**src/rtl/core/bsn_pkg.sv**
```systemverilog
`timescale 1ns / 1ps

package bsn_pkg;

  // Defaults for the top-level parameters
  localparam int MaxCandidates = 64;
  localparam int WordWidth     = 16;

  // Fixed field widths
  localparam int ClassW  = 8;
  localparam int CoordW  = 16;  // output coordinate / score width, IoU working width
  localparam int PosW    = 9;   // word position within a box, up to 3 + 255
  localparam int CfgIdxW = 2;
  localparam int CfgW    = 16;

  // Configuration register indexes
  localparam logic [CfgIdxW-1:0] CFG_NUM_CLASSES       = 2'd0;
  localparam logic [CfgIdxW-1:0] CFG_SCORE_THRESHOLD   = 2'd1;
  localparam logic [CfgIdxW-1:0] CFG_OVERLAP_THRESHOLD = 2'd2;

  // Configuration reset values
  localparam logic [ClassW-1:0] NumClassesRst       = 8'd80;
  localparam logic [CfgW-1:0]   ScoreThresholdRst   = 16'd16384;
  localparam logic [CfgW-1:0]   OverlapThresholdRst = 16'd29491;

  // Datapath commands
  typedef enum logic [3:0] {
    OP_LOAD,
    OP_INS_BEGIN,
    OP_INS_TOP,
    OP_INS_PROBE,
    OP_INS_MOVE,
    OP_SUP_BEGIN,
    OP_SUP_RDI,
    OP_SUP_LATI,
    OP_SUP_RDJ,
    OP_SUP_WAIT,
    OP_SUP_TEST,
    OP_EMIT_BEGIN,
    OP_EMIT_RD,
    OP_EMIT_CHK,
    OP_EMIT_NONE,
    OP_CLEAR
  } op_e;

  typedef struct packed {
    op_e  op;
    logic acc;   // input beat taken this cycle
  } cmd_t;

  typedef struct packed {
    logic box_ins;    // accepted word closes a box that goes into the store
    logic box_set;    // accepted word closes the set
    logic set_pend;   // set closed, suppression due after insertion
    logic full;
    logic k_zero;
    logic rd_ge;      // read entry score >= new box score
    logic rd_flag;    // read entry is suppressed
    logic i_end;
    logic j_end;
    logic kept_zero;
    logic emit_done;
    logic out_free;
  } sta_t;

endpackage

```
**src/rtl/core/bsn_ctrl.sv**
```systemverilog
`timescale 1ns / 1ps

module bsn_ctrl (
  input  logic          clk_i,
  input  logic          rst_ni,
  input  logic          in_valid_i,
  output logic          in_stall_o,
  input  bsn_pkg::sta_t sta_i,
  output bsn_pkg::cmd_t cmd_o
);
  import bsn_pkg::*;

  typedef enum logic [15:0] {
    S_LOAD       = 16'h0001,
    S_INS_BEGIN  = 16'h0002,
    S_INS_TOP    = 16'h0004,
    S_INS_PROBE  = 16'h0008,
    S_INS_MOVE   = 16'h0010,
    S_SUP_BEGIN  = 16'h0020,
    S_SUP_RDI    = 16'h0040,
    S_SUP_LATI   = 16'h0080,
    S_SUP_RDJ    = 16'h0100,
    S_SUP_WAIT   = 16'h0200,
    S_SUP_TEST   = 16'h0400,
    S_EMIT_BEGIN = 16'h0800,
    S_EMIT_RD    = 16'h1000,
    S_EMIT_CHK   = 16'h2000,
    S_EMIT_NONE  = 16'h4000,
    S_CLEAR      = 16'h8000
  } state_e;

  state_e     state_q, state_d;
  logic [1:0] wait_q, wait_d;
  state_e     after_ins;
  logic       acc;

  assign in_stall_o = (state_q != S_LOAD);
  assign acc        = in_valid_i && (state_q == S_LOAD);
  assign after_ins  = sta_i.set_pend ? S_SUP_BEGIN : S_LOAD;

  always_comb begin
    state_d = state_q;
    wait_d  = wait_q;
    cmd_o.acc = acc;
    cmd_o.op  = OP_LOAD;
    unique case (state_q)
      S_LOAD: begin
        cmd_o.op = OP_LOAD;
        if (acc) begin
          if (sta_i.box_ins) state_d = S_INS_BEGIN;
          else if (sta_i.box_set) state_d = S_SUP_BEGIN;
        end
      end
      S_INS_BEGIN: begin
        cmd_o.op = OP_INS_BEGIN;
        state_d  = sta_i.full ? S_INS_TOP : S_INS_PROBE;
      end
      S_INS_TOP: begin
        cmd_o.op = OP_INS_TOP;
        state_d  = sta_i.rd_ge ? after_ins : S_INS_PROBE;
      end
      S_INS_PROBE: begin
        cmd_o.op = OP_INS_PROBE;
        state_d  = sta_i.k_zero ? after_ins : S_INS_MOVE;
      end
      S_INS_MOVE: begin
        cmd_o.op = OP_INS_MOVE;
        state_d  = sta_i.rd_ge ? after_ins : S_INS_PROBE;
      end
      S_SUP_BEGIN: begin
        cmd_o.op = OP_SUP_BEGIN;
        state_d  = S_SUP_RDI;
      end
      S_SUP_RDI: begin
        cmd_o.op = OP_SUP_RDI;
        state_d  = sta_i.i_end ? S_EMIT_BEGIN : S_SUP_LATI;
      end
      S_SUP_LATI: begin
        cmd_o.op = OP_SUP_LATI;
        state_d  = sta_i.rd_flag ? S_SUP_RDI : S_SUP_RDJ;
      end
      S_SUP_RDJ: begin
        cmd_o.op = OP_SUP_RDJ;
        wait_d   = '0;
        state_d  = sta_i.j_end ? S_SUP_RDI : S_SUP_WAIT;
      end
      S_SUP_WAIT: begin
        cmd_o.op = OP_SUP_WAIT;
        wait_d   = wait_q + 2'd1;
        if (wait_q == 2'd3) state_d = S_SUP_TEST;
      end
      S_SUP_TEST: begin
        cmd_o.op = OP_SUP_TEST;
        state_d  = S_SUP_RDJ;
      end
      S_EMIT_BEGIN: begin
        cmd_o.op = OP_EMIT_BEGIN;
        state_d  = sta_i.kept_zero ? S_EMIT_NONE : S_EMIT_RD;
      end
      S_EMIT_RD: begin
        cmd_o.op = OP_EMIT_RD;
        state_d  = sta_i.emit_done ? S_CLEAR : S_EMIT_CHK;
      end
      S_EMIT_CHK: begin
        cmd_o.op = OP_EMIT_CHK;
        if (sta_i.rd_flag || sta_i.out_free) state_d = S_EMIT_RD;
      end
      S_EMIT_NONE: begin
        cmd_o.op = OP_EMIT_NONE;
        if (sta_i.out_free) state_d = S_CLEAR;
      end
      S_CLEAR: begin
        cmd_o.op = OP_CLEAR;
        state_d  = S_LOAD;
      end
      default: begin
        state_d = S_LOAD;
      end
    endcase
  end

  always_ff @(posedge clk_i or negedge rst_ni) begin
    if (!rst_ni) begin
      state_q <= S_LOAD;
      wait_q  <= '0;
    end else begin
      state_q <= state_d;
      wait_q  <= wait_d;
    end
  end

endmodule

```
**config.mk**
```make
export PLATFORM = sky130hd
export DESIGN_NAME = bsn_ctrl
export DESIGN_NICKNAME = d
export VERILOG_FILES = /design/src/rtl/core/bsn_pkg.sv /design/src/rtl/core/bsn_ctrl.sv
export SDC_FILE = /design/constraint.sdc
export NUM_CORES = 1
export LEC_CHECK = 0
export BUFFER_PORTS_ARGS = -buffer_cell sky130_fd_sc_hd__buf_2
export CAP_MARGIN = 15
export CORE_ASPECT_RATIO = 1.5
export CORE_MARGIN = 3
export CORE_UTILIZATION = 60
export DETAILED_ROUTE_END_ITERATION = 8
export PLACE_DENSITY = 0.84
export SLEW_MARGIN = 5
export SYNTH_ARGS = -nofsm -noshare
export SYNTH_HDL_FRONTEND = slang
export SYNTH_SLANG_ARGS = --single-unit
```
**constraint.sdc**
```tcl
create_clock -name clk_i -period 3.5 [get_ports clk_i]
set_input_delay 0.7 -clock clk_i [delete_from_list [all_inputs] [get_ports clk_i]]
set_output_delay 0.7 -clock clk_i [all_outputs]
set_load 0.1 [all_outputs]
```
[Word level (Yosys, flattened, before mapping)]
Index checks and enable logic that the tools add are counted.
Word-level totals
  output and inout port bits: 6
  register bits: 18
  logic and storage cells: 49
  input bits: 15
Operators by class
  muxes and demuxes: 18
  $add $sub $neg: 1
  equality and inequality tests: 23
  reduce and logical (&&, ||, !) cells: 5
Operators by type and width (number)
  one-hot mux 16 bit (14 select lines): 1
  2-to-1 mux 16 bit: 7
  one-hot mux 4 bit (15 select lines): 1
  2-to-1 mux 6 bit: 3
  == test 16 x 1 -> 1 bit, second input constant: 1
  == test 16 x 10 -> 1 bit, second input constant: 1
  == test 16 x 11 -> 1 bit, second input constant: 1
  == test 16 x 12 -> 1 bit, second input constant: 1
  == test 16 x 13 -> 1 bit, second input constant: 1
  == test 16 x 14 -> 1 bit, second input constant: 1
  == test 16 x 15 -> 1 bit, second input constant: 1
  == test 16 bit, second input constant: 1
  == test 16 x 2 -> 1 bit, second input constant: 1
  == test 16 x 3 -> 1 bit, second input constant: 1
  == test 16 x 4 -> 1 bit, second input constant: 1
  == test 16 x 5 -> 1 bit, second input constant: 1
  == test 16 x 6 -> 1 bit, second input constant: 1
  == test 16 x 7 -> 1 bit, second input constant: 1
  == test 16 x 8 -> 1 bit, second input constant: 1
  == test 16 x 9 -> 1 bit, second input constant: 1
  != test 16 x 1 -> 1 bit, second input constant: 1
  2-to-1 mux 15 bit: 1
  2-to-1 mux 12 bit: 1
  2-to-1 mux 10 bit: 1
  other kinds (12): 15

[Logic depth before layout (Yosys ltp)]
Gate-level depths: netlist of the first run.
  depth in word-level cells: 4
  depth in mapped cells: 7
  gate-level depth less buffers: 5

[Worst setup path before layout of the first run]
Ideal clock, no wire load.
  kind: reg-to-output
  start point: reg state_q[2]
  end point: out cmd_o[4] (netlist name)
  buffers on the path: 2
  stages on the path, launching flop included: 5
  setup slack: -1.850 ns
  arrival: 4.650 ns
  data required time: 2.800 ns
  cell sequence: dfrtp_1 > buf_6 > or4_4 > buf_6 > o311ai_0
RTL lines
  start: declaration: RTL line bsn_ctrl.sv:32  | state_e state_q, state_d;
  start signal: assignment: RTL line bsn_ctrl.sv:127  | state_q <= state_d;
  end: declaration: RTL line bsn_ctrl.sv:9  | output bsn_pkg::cmd_t cmd_o

==> results of run 1 <==
metal layers:
layer | wire length, um | vias to the layer above | global-route usage (%)
li1 | - | 634 | -
met1 | 1340 | 622 | 32.2
met2 | 1720 | 69 | 42.7
met3 | 241 | 14 | 5.00
met4 | 135 | 0 | 11.0
met5 | 0 | - | 0
cell usage in the layout, fill, tap and decap left out, drive strengths merged, types with 2 or more instances in the layout:
| cell | instances |
|---|---|
| or4 | 3 |
| o22ai | 2 |
| a21oi | 9 |
| or2 | 2 |
| o31a | 3 |
| nor2 | 21 |
| nor4b | 12 |
| nor3b | 2 |
| nand3b | 2 |
| nand2 | 7 |
| nor2b | 2 |
| nand2b | 2 |
| a22o | 2 |
| nor4 | 5 |
| nor3 | 6 |
| clkbuf | 4 |
| inv | 9 |
| xnor2 | 2 |
| a32o | 2 |
| o21ai | 4 |
| xor2 | 2 |
| buf | 23 |
| a22oi | 2 |
| nand3 | 5 |
| nand4 | 8 |
| o211ai | 2 |
| dfrtp | 17 |
Yosys cell counts (3+ instances only):
library cell,instances,area [um2]
dfrtp_1,17,425
nand2_1,7,26.3
nor3_1,6,30.0
nor4b_1,10,87.6
a21oi_1,9,45.0
inv_1,9,33.8
o21ai_0,4,20.0
o31a_1,3,26.3
nor2_1,21,78.8
buf_2,7,35.0
nand4_1,8,50.1
nand3_1,5,25.0
area by class of cell:
cell class | count | share of cell area, %
flip-flops and latches | 18 | 30.1
well taps | 22 | 1.83
multi-input cells | 120 | 55.2
inverters | 9 | 2.25
repair buffers | 23 | 8.17
clock buffers | 4 | 2.42
how the worst max path moves through the flow:
stage | start | endpoint | cells after the start
after global routing | state_q[13] | cmd_o[4] | 6
after CTS | state_q[13] | cmd_o[4] | 6
after global placement | state_q[13] | cmd_o[4] | 6
after detailed placement | state_q[13] | cmd_o[4] | 6
after floorplan | state_q[3] | cmd_o[3] | 4
final | state_q[8] | cmd_o[4] | 6
worst max-delay path, cell delays in order (launching register included):
cell,delay [ns]
dfrtp_1,0.49
nor4_4,0.55
nand4_1,0.22
o31a_1,0.31
o31a_1,0.16
o311ai_2,0.09
buf_2,0.47
logic make-up (layout without fill, tap and decap cells):
group	Yosys count	in the layout	share of synthesized area, %
buffers and inverters	21	36	7.98
flip-flops	18	18	32.8
AND/OR/NAND/NOR	82	82	39.0
XOR/XNOR	4	4	2.54
adder cells (fa/ha/maj)	1	1	0.907
AO/OA/AOI/OAI	33	33	16.8
power by group:
group	internal [mW]	switching, mW	leakage (nW)
logic	0.236	0.563	0.417
registers	0.238	0.0549	0.247
clock network	0.0635	0.0687	0.0210
sequential cells by signal, indices dropped and copies added, names as in the netlist:
register and cells:
wait_q 2, state_q 16
metrics by stage:
| stage | hold WS (ns) | utilization [%] | cell area, um2 | worst slack (ns) |
|---|---|---|---|---|
| 2_1_floorplan | 0.404 | - | 1390 | 0.109 |
| 3_3_place_gp | 0.468 | 69.6 | 1460 | 0.606 |
| 3_5_place_dp | 0.491 | 69.6 | 1460 | 0.584 |
| 4_1_cts | 0.329 | 71.4 | 1500 | 0.239 |
| 5_1_grt | 0.319 | 71.4 | 1500 | 0.0353 |
| 6_report | 0.315 | 71.4 | 1500 | 0.212 |
==> results.toml, run 1 <==
[floorplanning]
die_h_um = 64.7
die_w_um = 45.1
initial_core_util_pct = 65.6
dieArea_um2 = 2920
fp.coreArea_um2 = 2100
io_pins = 21
rows = 20

[setup_path]
critPathMaxFanout = 8
r2r_start = "state_q[13]"
r2r_slack_ns = 1.13
end_kind = "output pin"
r2r_cells = 6
r2r-end = "state_q[5]"
crit_arrival_ns = 2.59
critical_path_class = "reg -> out"
worstPathRequired_ns = 2.80
cp-start-kind = "register"

[place]
port_buffers = 20
numPlacedInstances = 192
dp_hpwl_mm = 2.63
gp_congestion = 0.966

[timing]
hold_viol = 0
maxSlewViolCount = 0
finalCriticalPeriod_ns = 3.29
final.setup.tns_ns = 0
tightest_slew_ns = 0.890
slew_headroom_pct = 39.8
rsz0062_at_grt = "false"
fmax_ghz = 0.304
setup_viol = 0
skew_ns = 0.00656
period_share_pct = 93.9

[synth]
synth-async-reset-ratio_pct = 100
syn_nets = 175
synth-main-ff-cell = "dfrtp_1"
syn_area_um2 = 1380
synthCells = 159
synth_cell_type_count = 47
synth-seq-cells = 18
synth_warnings = 0
synth_edf_count = 0
avgSynthCellArea_um2 = 8.67
synth-seq-area-share_pct = 32.8

[clock_network]
cts_buffer_depth = 2
post_cts_buffers = 0
cts_tree = "done"
insertion_delay_ns = 0.30
cts_made_buffers = 3
cts_resized = 0
cts-htree-levels = 1
root_buffer = "clkbuf_4"
clkSinkCount = 18
cts_hold_buf = 0
cts.clk_slew.worst_paths_ns = 0.11

[cells_and_area]
drive_gt1_share_pct = 23.6
fill_cells = 181
num-nets-final = 191
n_antenna_cell = 0
stdcell_count = 196
seq_area_um2 = 452
area_growth_pct = 8.80
multi_input_area_um2 = 828

[global_routing]
grt_overflow = 0
first_global_vias = 1320
grt_pass1_wl_mm = 5.79
antenna_found_initial = 0
track_usage_pct = 26.1
grt_max_degree = 19

[detailed_routing]
dr.pass1.iters = 5
antenna_left = 0
viasPerCell = 6.83
drcViolationCount = 0
vias = 1339
routedWlPerCell_um = 17.5
drt_iter0_drc = 74
routed_wl_mm = 3.44

[power]
power.total_mw = 1.22
leakage_nw = 0.685
cellPowerDensity_nw_per_um2 = 816
irDropWorstVdd_mv = 0.553

[hold_path]
worstHoldPathType = "in -> async"

[run_status]
status = "finished, final reports clean"

[flow_run]
cap_viol_max_count = 0
(Power assumes the default switching activity.)
==> run 2: changes to the inputs <==
Settings changed: REMOVE_ABC_BUFFERS from default to 1, SETUP_SLACK_MARGIN from default to 0.4.
==> run 2 against run 1 <==
Sequential share of layout area fell by 2.1 points. Count of clock-buffer cells in the layout did not move. Largest power group unchanged. Cell count rose by 6.6%. Maximum frequency rose by 5.7%. Critical endpoint unchanged. Combinational power rose by 12%. Register-to-register slack improved by 0.15 ns.
==> results.toml, run 2 (synthesis gave the netlist of run 1 again) <==
[timing]
setup_viol = 0
maxSlewViolCount = 0
finalCriticalPeriod_ns = 3.11
rsz0062_at_grt = "true"
slew_headroom_pct = 66.3
hold_viol = 0
fmax_ghz = 0.322
final.setup.tns_ns = 0
layout_setup_ws_ns = 0.391
tightest_slew_ns = 0.498
skew_ns = 0.00992
period_share_pct = 88.8

[setup_path]
end_kind = "output pin"
critical_path.startpoint = "state_q[9]"
cpPeakStageDelay_ns = 0.51
critPathMaxFanout = 8
crit_buf_inv = 1
r2r_start = "state_q[8]"
critical_path_class = "reg -> out"
cp-start-kind = "register"
path_delay_family = "simple AND/OR/NAND/NOR gates"
worstPathRequired_ns = 2.80
worstPathCellList = "nor4_4 -> nand4_1 -> o31a_1 -> o31a_1 -> o311ai_0 -> buf_4"
crit_cells = 6
crit_top_cell = "o31a_1"
r2r_cells = 5
slowest_stage = "dfrtp_1"
crit_arrival_ns = 2.41

[hold_path]
worstHoldPathType = "in -> async"

[place]
dp_hpwl_mm = 2.75
gp_congestion = 0.905
port_buffers = 20
dpl_worst_slack_ns = 0.653

[global_routing]
track_usage_pct = 27.3
grt_overflow = 0
antenna_found_initial = 0
grt_pass1_wl_mm = 5.97
first_global_vias = 1342
grt_max_degree = 19

[power]
cellPowerDensity_nw_per_um2 = 818
power.share.clock_pct = 10.5
switchingPower_uw = 724
irDropWorstVdd_mv = 0.640
p_int_uw = 604
seq_power_share_pct = 22.0
swShare_pct = 54.5
leakage_nw = 0.748
power.total_mw = 1.33
comb_power_share_pct = 67.5

[clock_network]
cts-htree-levels = 1
cts.clk_slew.worst_paths_ns = 0.12
cts_buffer_depth = 2
clkSinkCount = 18
insertion_delay_ns = 0.32
cts_made_buffers = 3
root_buffer = "clkbuf_4"
cts_tree = "done"

[detailed_routing]
routed_wl_mm = 3.93
vias = 1416
routedWlPerCell_um = 18.8
dr.pass1.iters = 4
antenna_left = 0
drcViolationCount = 0
viasPerCell = 6.78
drt_iter0_drc = 56

[floorplanning]
io_pins = 21
die_h_um = 64.7
rows = 20
initial_core_util_pct = 65.6
die_w_um = 45.1
dieArea_um2 = 2920
fp.coreArea_um2 = 2100

[cells_and_area]
final_cell_mix = "nor2_1, buf_2, buf_4, dfrtp_1"
n_antenna_cell = 0
area_growth_pct = 17.7
regMostFlops = "state_q"
fill_cells = 166
drive_gt1_share_pct = 30.5
largest_reg_flops = 16
top_regs = "state_q (16), wait_q (2)"
num-nets-final = 204
final_common_cell = "nor2_1"

[run_status]
status = "finished, final reports clean"

[flow_run]
cap_viol_max_count = 0
-- run 2: changes by cell type in the layout (fill, tap and decap cells not counted) --
| cell | before | now |
|---|---|---|
| buf_2 | 20 | 17 |
| buf_4 | 3 | 17 |
| buf_6 | 0 | 2 |
| dfrtp_1 | 17 | 15 |
| dfrtp_2 | 0 | 2 |
| nor4b_1 | 10 | 7 |
| nor4b_2 | 2 | 5 |
| o21ai_0 | 3 | 4 |
| o21ai_2 | 1 | 0 |
| o311ai_0 | 0 | 1 |
| o311ai_2 | 1 | 0 |
-- run 2: power groups by stage --
stage | clock (mW) | sequential, mW | combinational, mW
after detailed placement | 0 | 0.295 | 0.791
after global routing | 0.143 | 0.298 | 0.947
final | 0.139 | 0.292 | 0.897
after global placement | 0 | 0.293 | 0.785
after floorplan | 0 | 0.282 | 0.621
after CTS | 0.137 | 0.291 | 0.802
-- run 2: stage by stage --
| step | utilization [%] | hold WS, ns | area (um2) | std cells |
|---|---|---|---|---|
| 2_1_floorplan | - | 0.404 | 1300 | 147 |
| 3_3_place_gp | 70.2 | 0.467 | 1480 | 195 |
| 3_5_place_dp | 70.2 | 0.480 | 1480 | 195 |
| 4_1_cts | 72.3 | 0.312 | 1520 | 199 |
| 5_1_grt | 77.2 | 0.326 | 1620 | 209 |
| 6_report | 77.2 | 0.292 | 1620 | 209 |
-- run 2: what timing repair did --
| item | in CTS | in global routing |
|---|---|---|
| setup endpoints to repair | 3 | 5 |
| hold buffers | 0 | 0 |
| pin swaps | 0 | 1 |
| buffers inserted | 0 | 10 |
| resized for setup | 3 | 7 |
-- run 2: worst register-to-register path, cell delays in order, from the launching register on --
cell	delay, ns
dfrtp_1	0.52
or4_1	0.62
nor4b_2	0.32
a22oi_1	0.13
and4_4	0.22
nor3_1	0.28
-- run 2: worst paths after layout --
check / endpoint / slack [ns]
min in group clk_i: wait_q[1] / 0.50
hold / removal: state_q[8] / 0.29
hold reg to reg: wait_q[1] / 0.50
max in group asynchronous: state_q[0] / 2.89
setup / recovery: cmd_o[4] / 0.39
setup reg to reg: state_q[5] / 1.28
-- run 2: metal layers --
layer | GRT usage [%] | wire length, um
met5 | 0 | 0
met1 | 31.0 | 1530
met4 | 16.5 | 172
met3 | 2.22 | 236
met2 | 47.0 | 2000
-- run 2: area by class of cell --
class	instances	area (um2)	area share [%]
timing repair buffer	36	235	14.5
multi-input combinational	120	836	51.5
tap	22	27.5	1.70
sequential	18	454	28.0
inverter	9	33.8	2.08
clock buffer	4	36.3	2.24
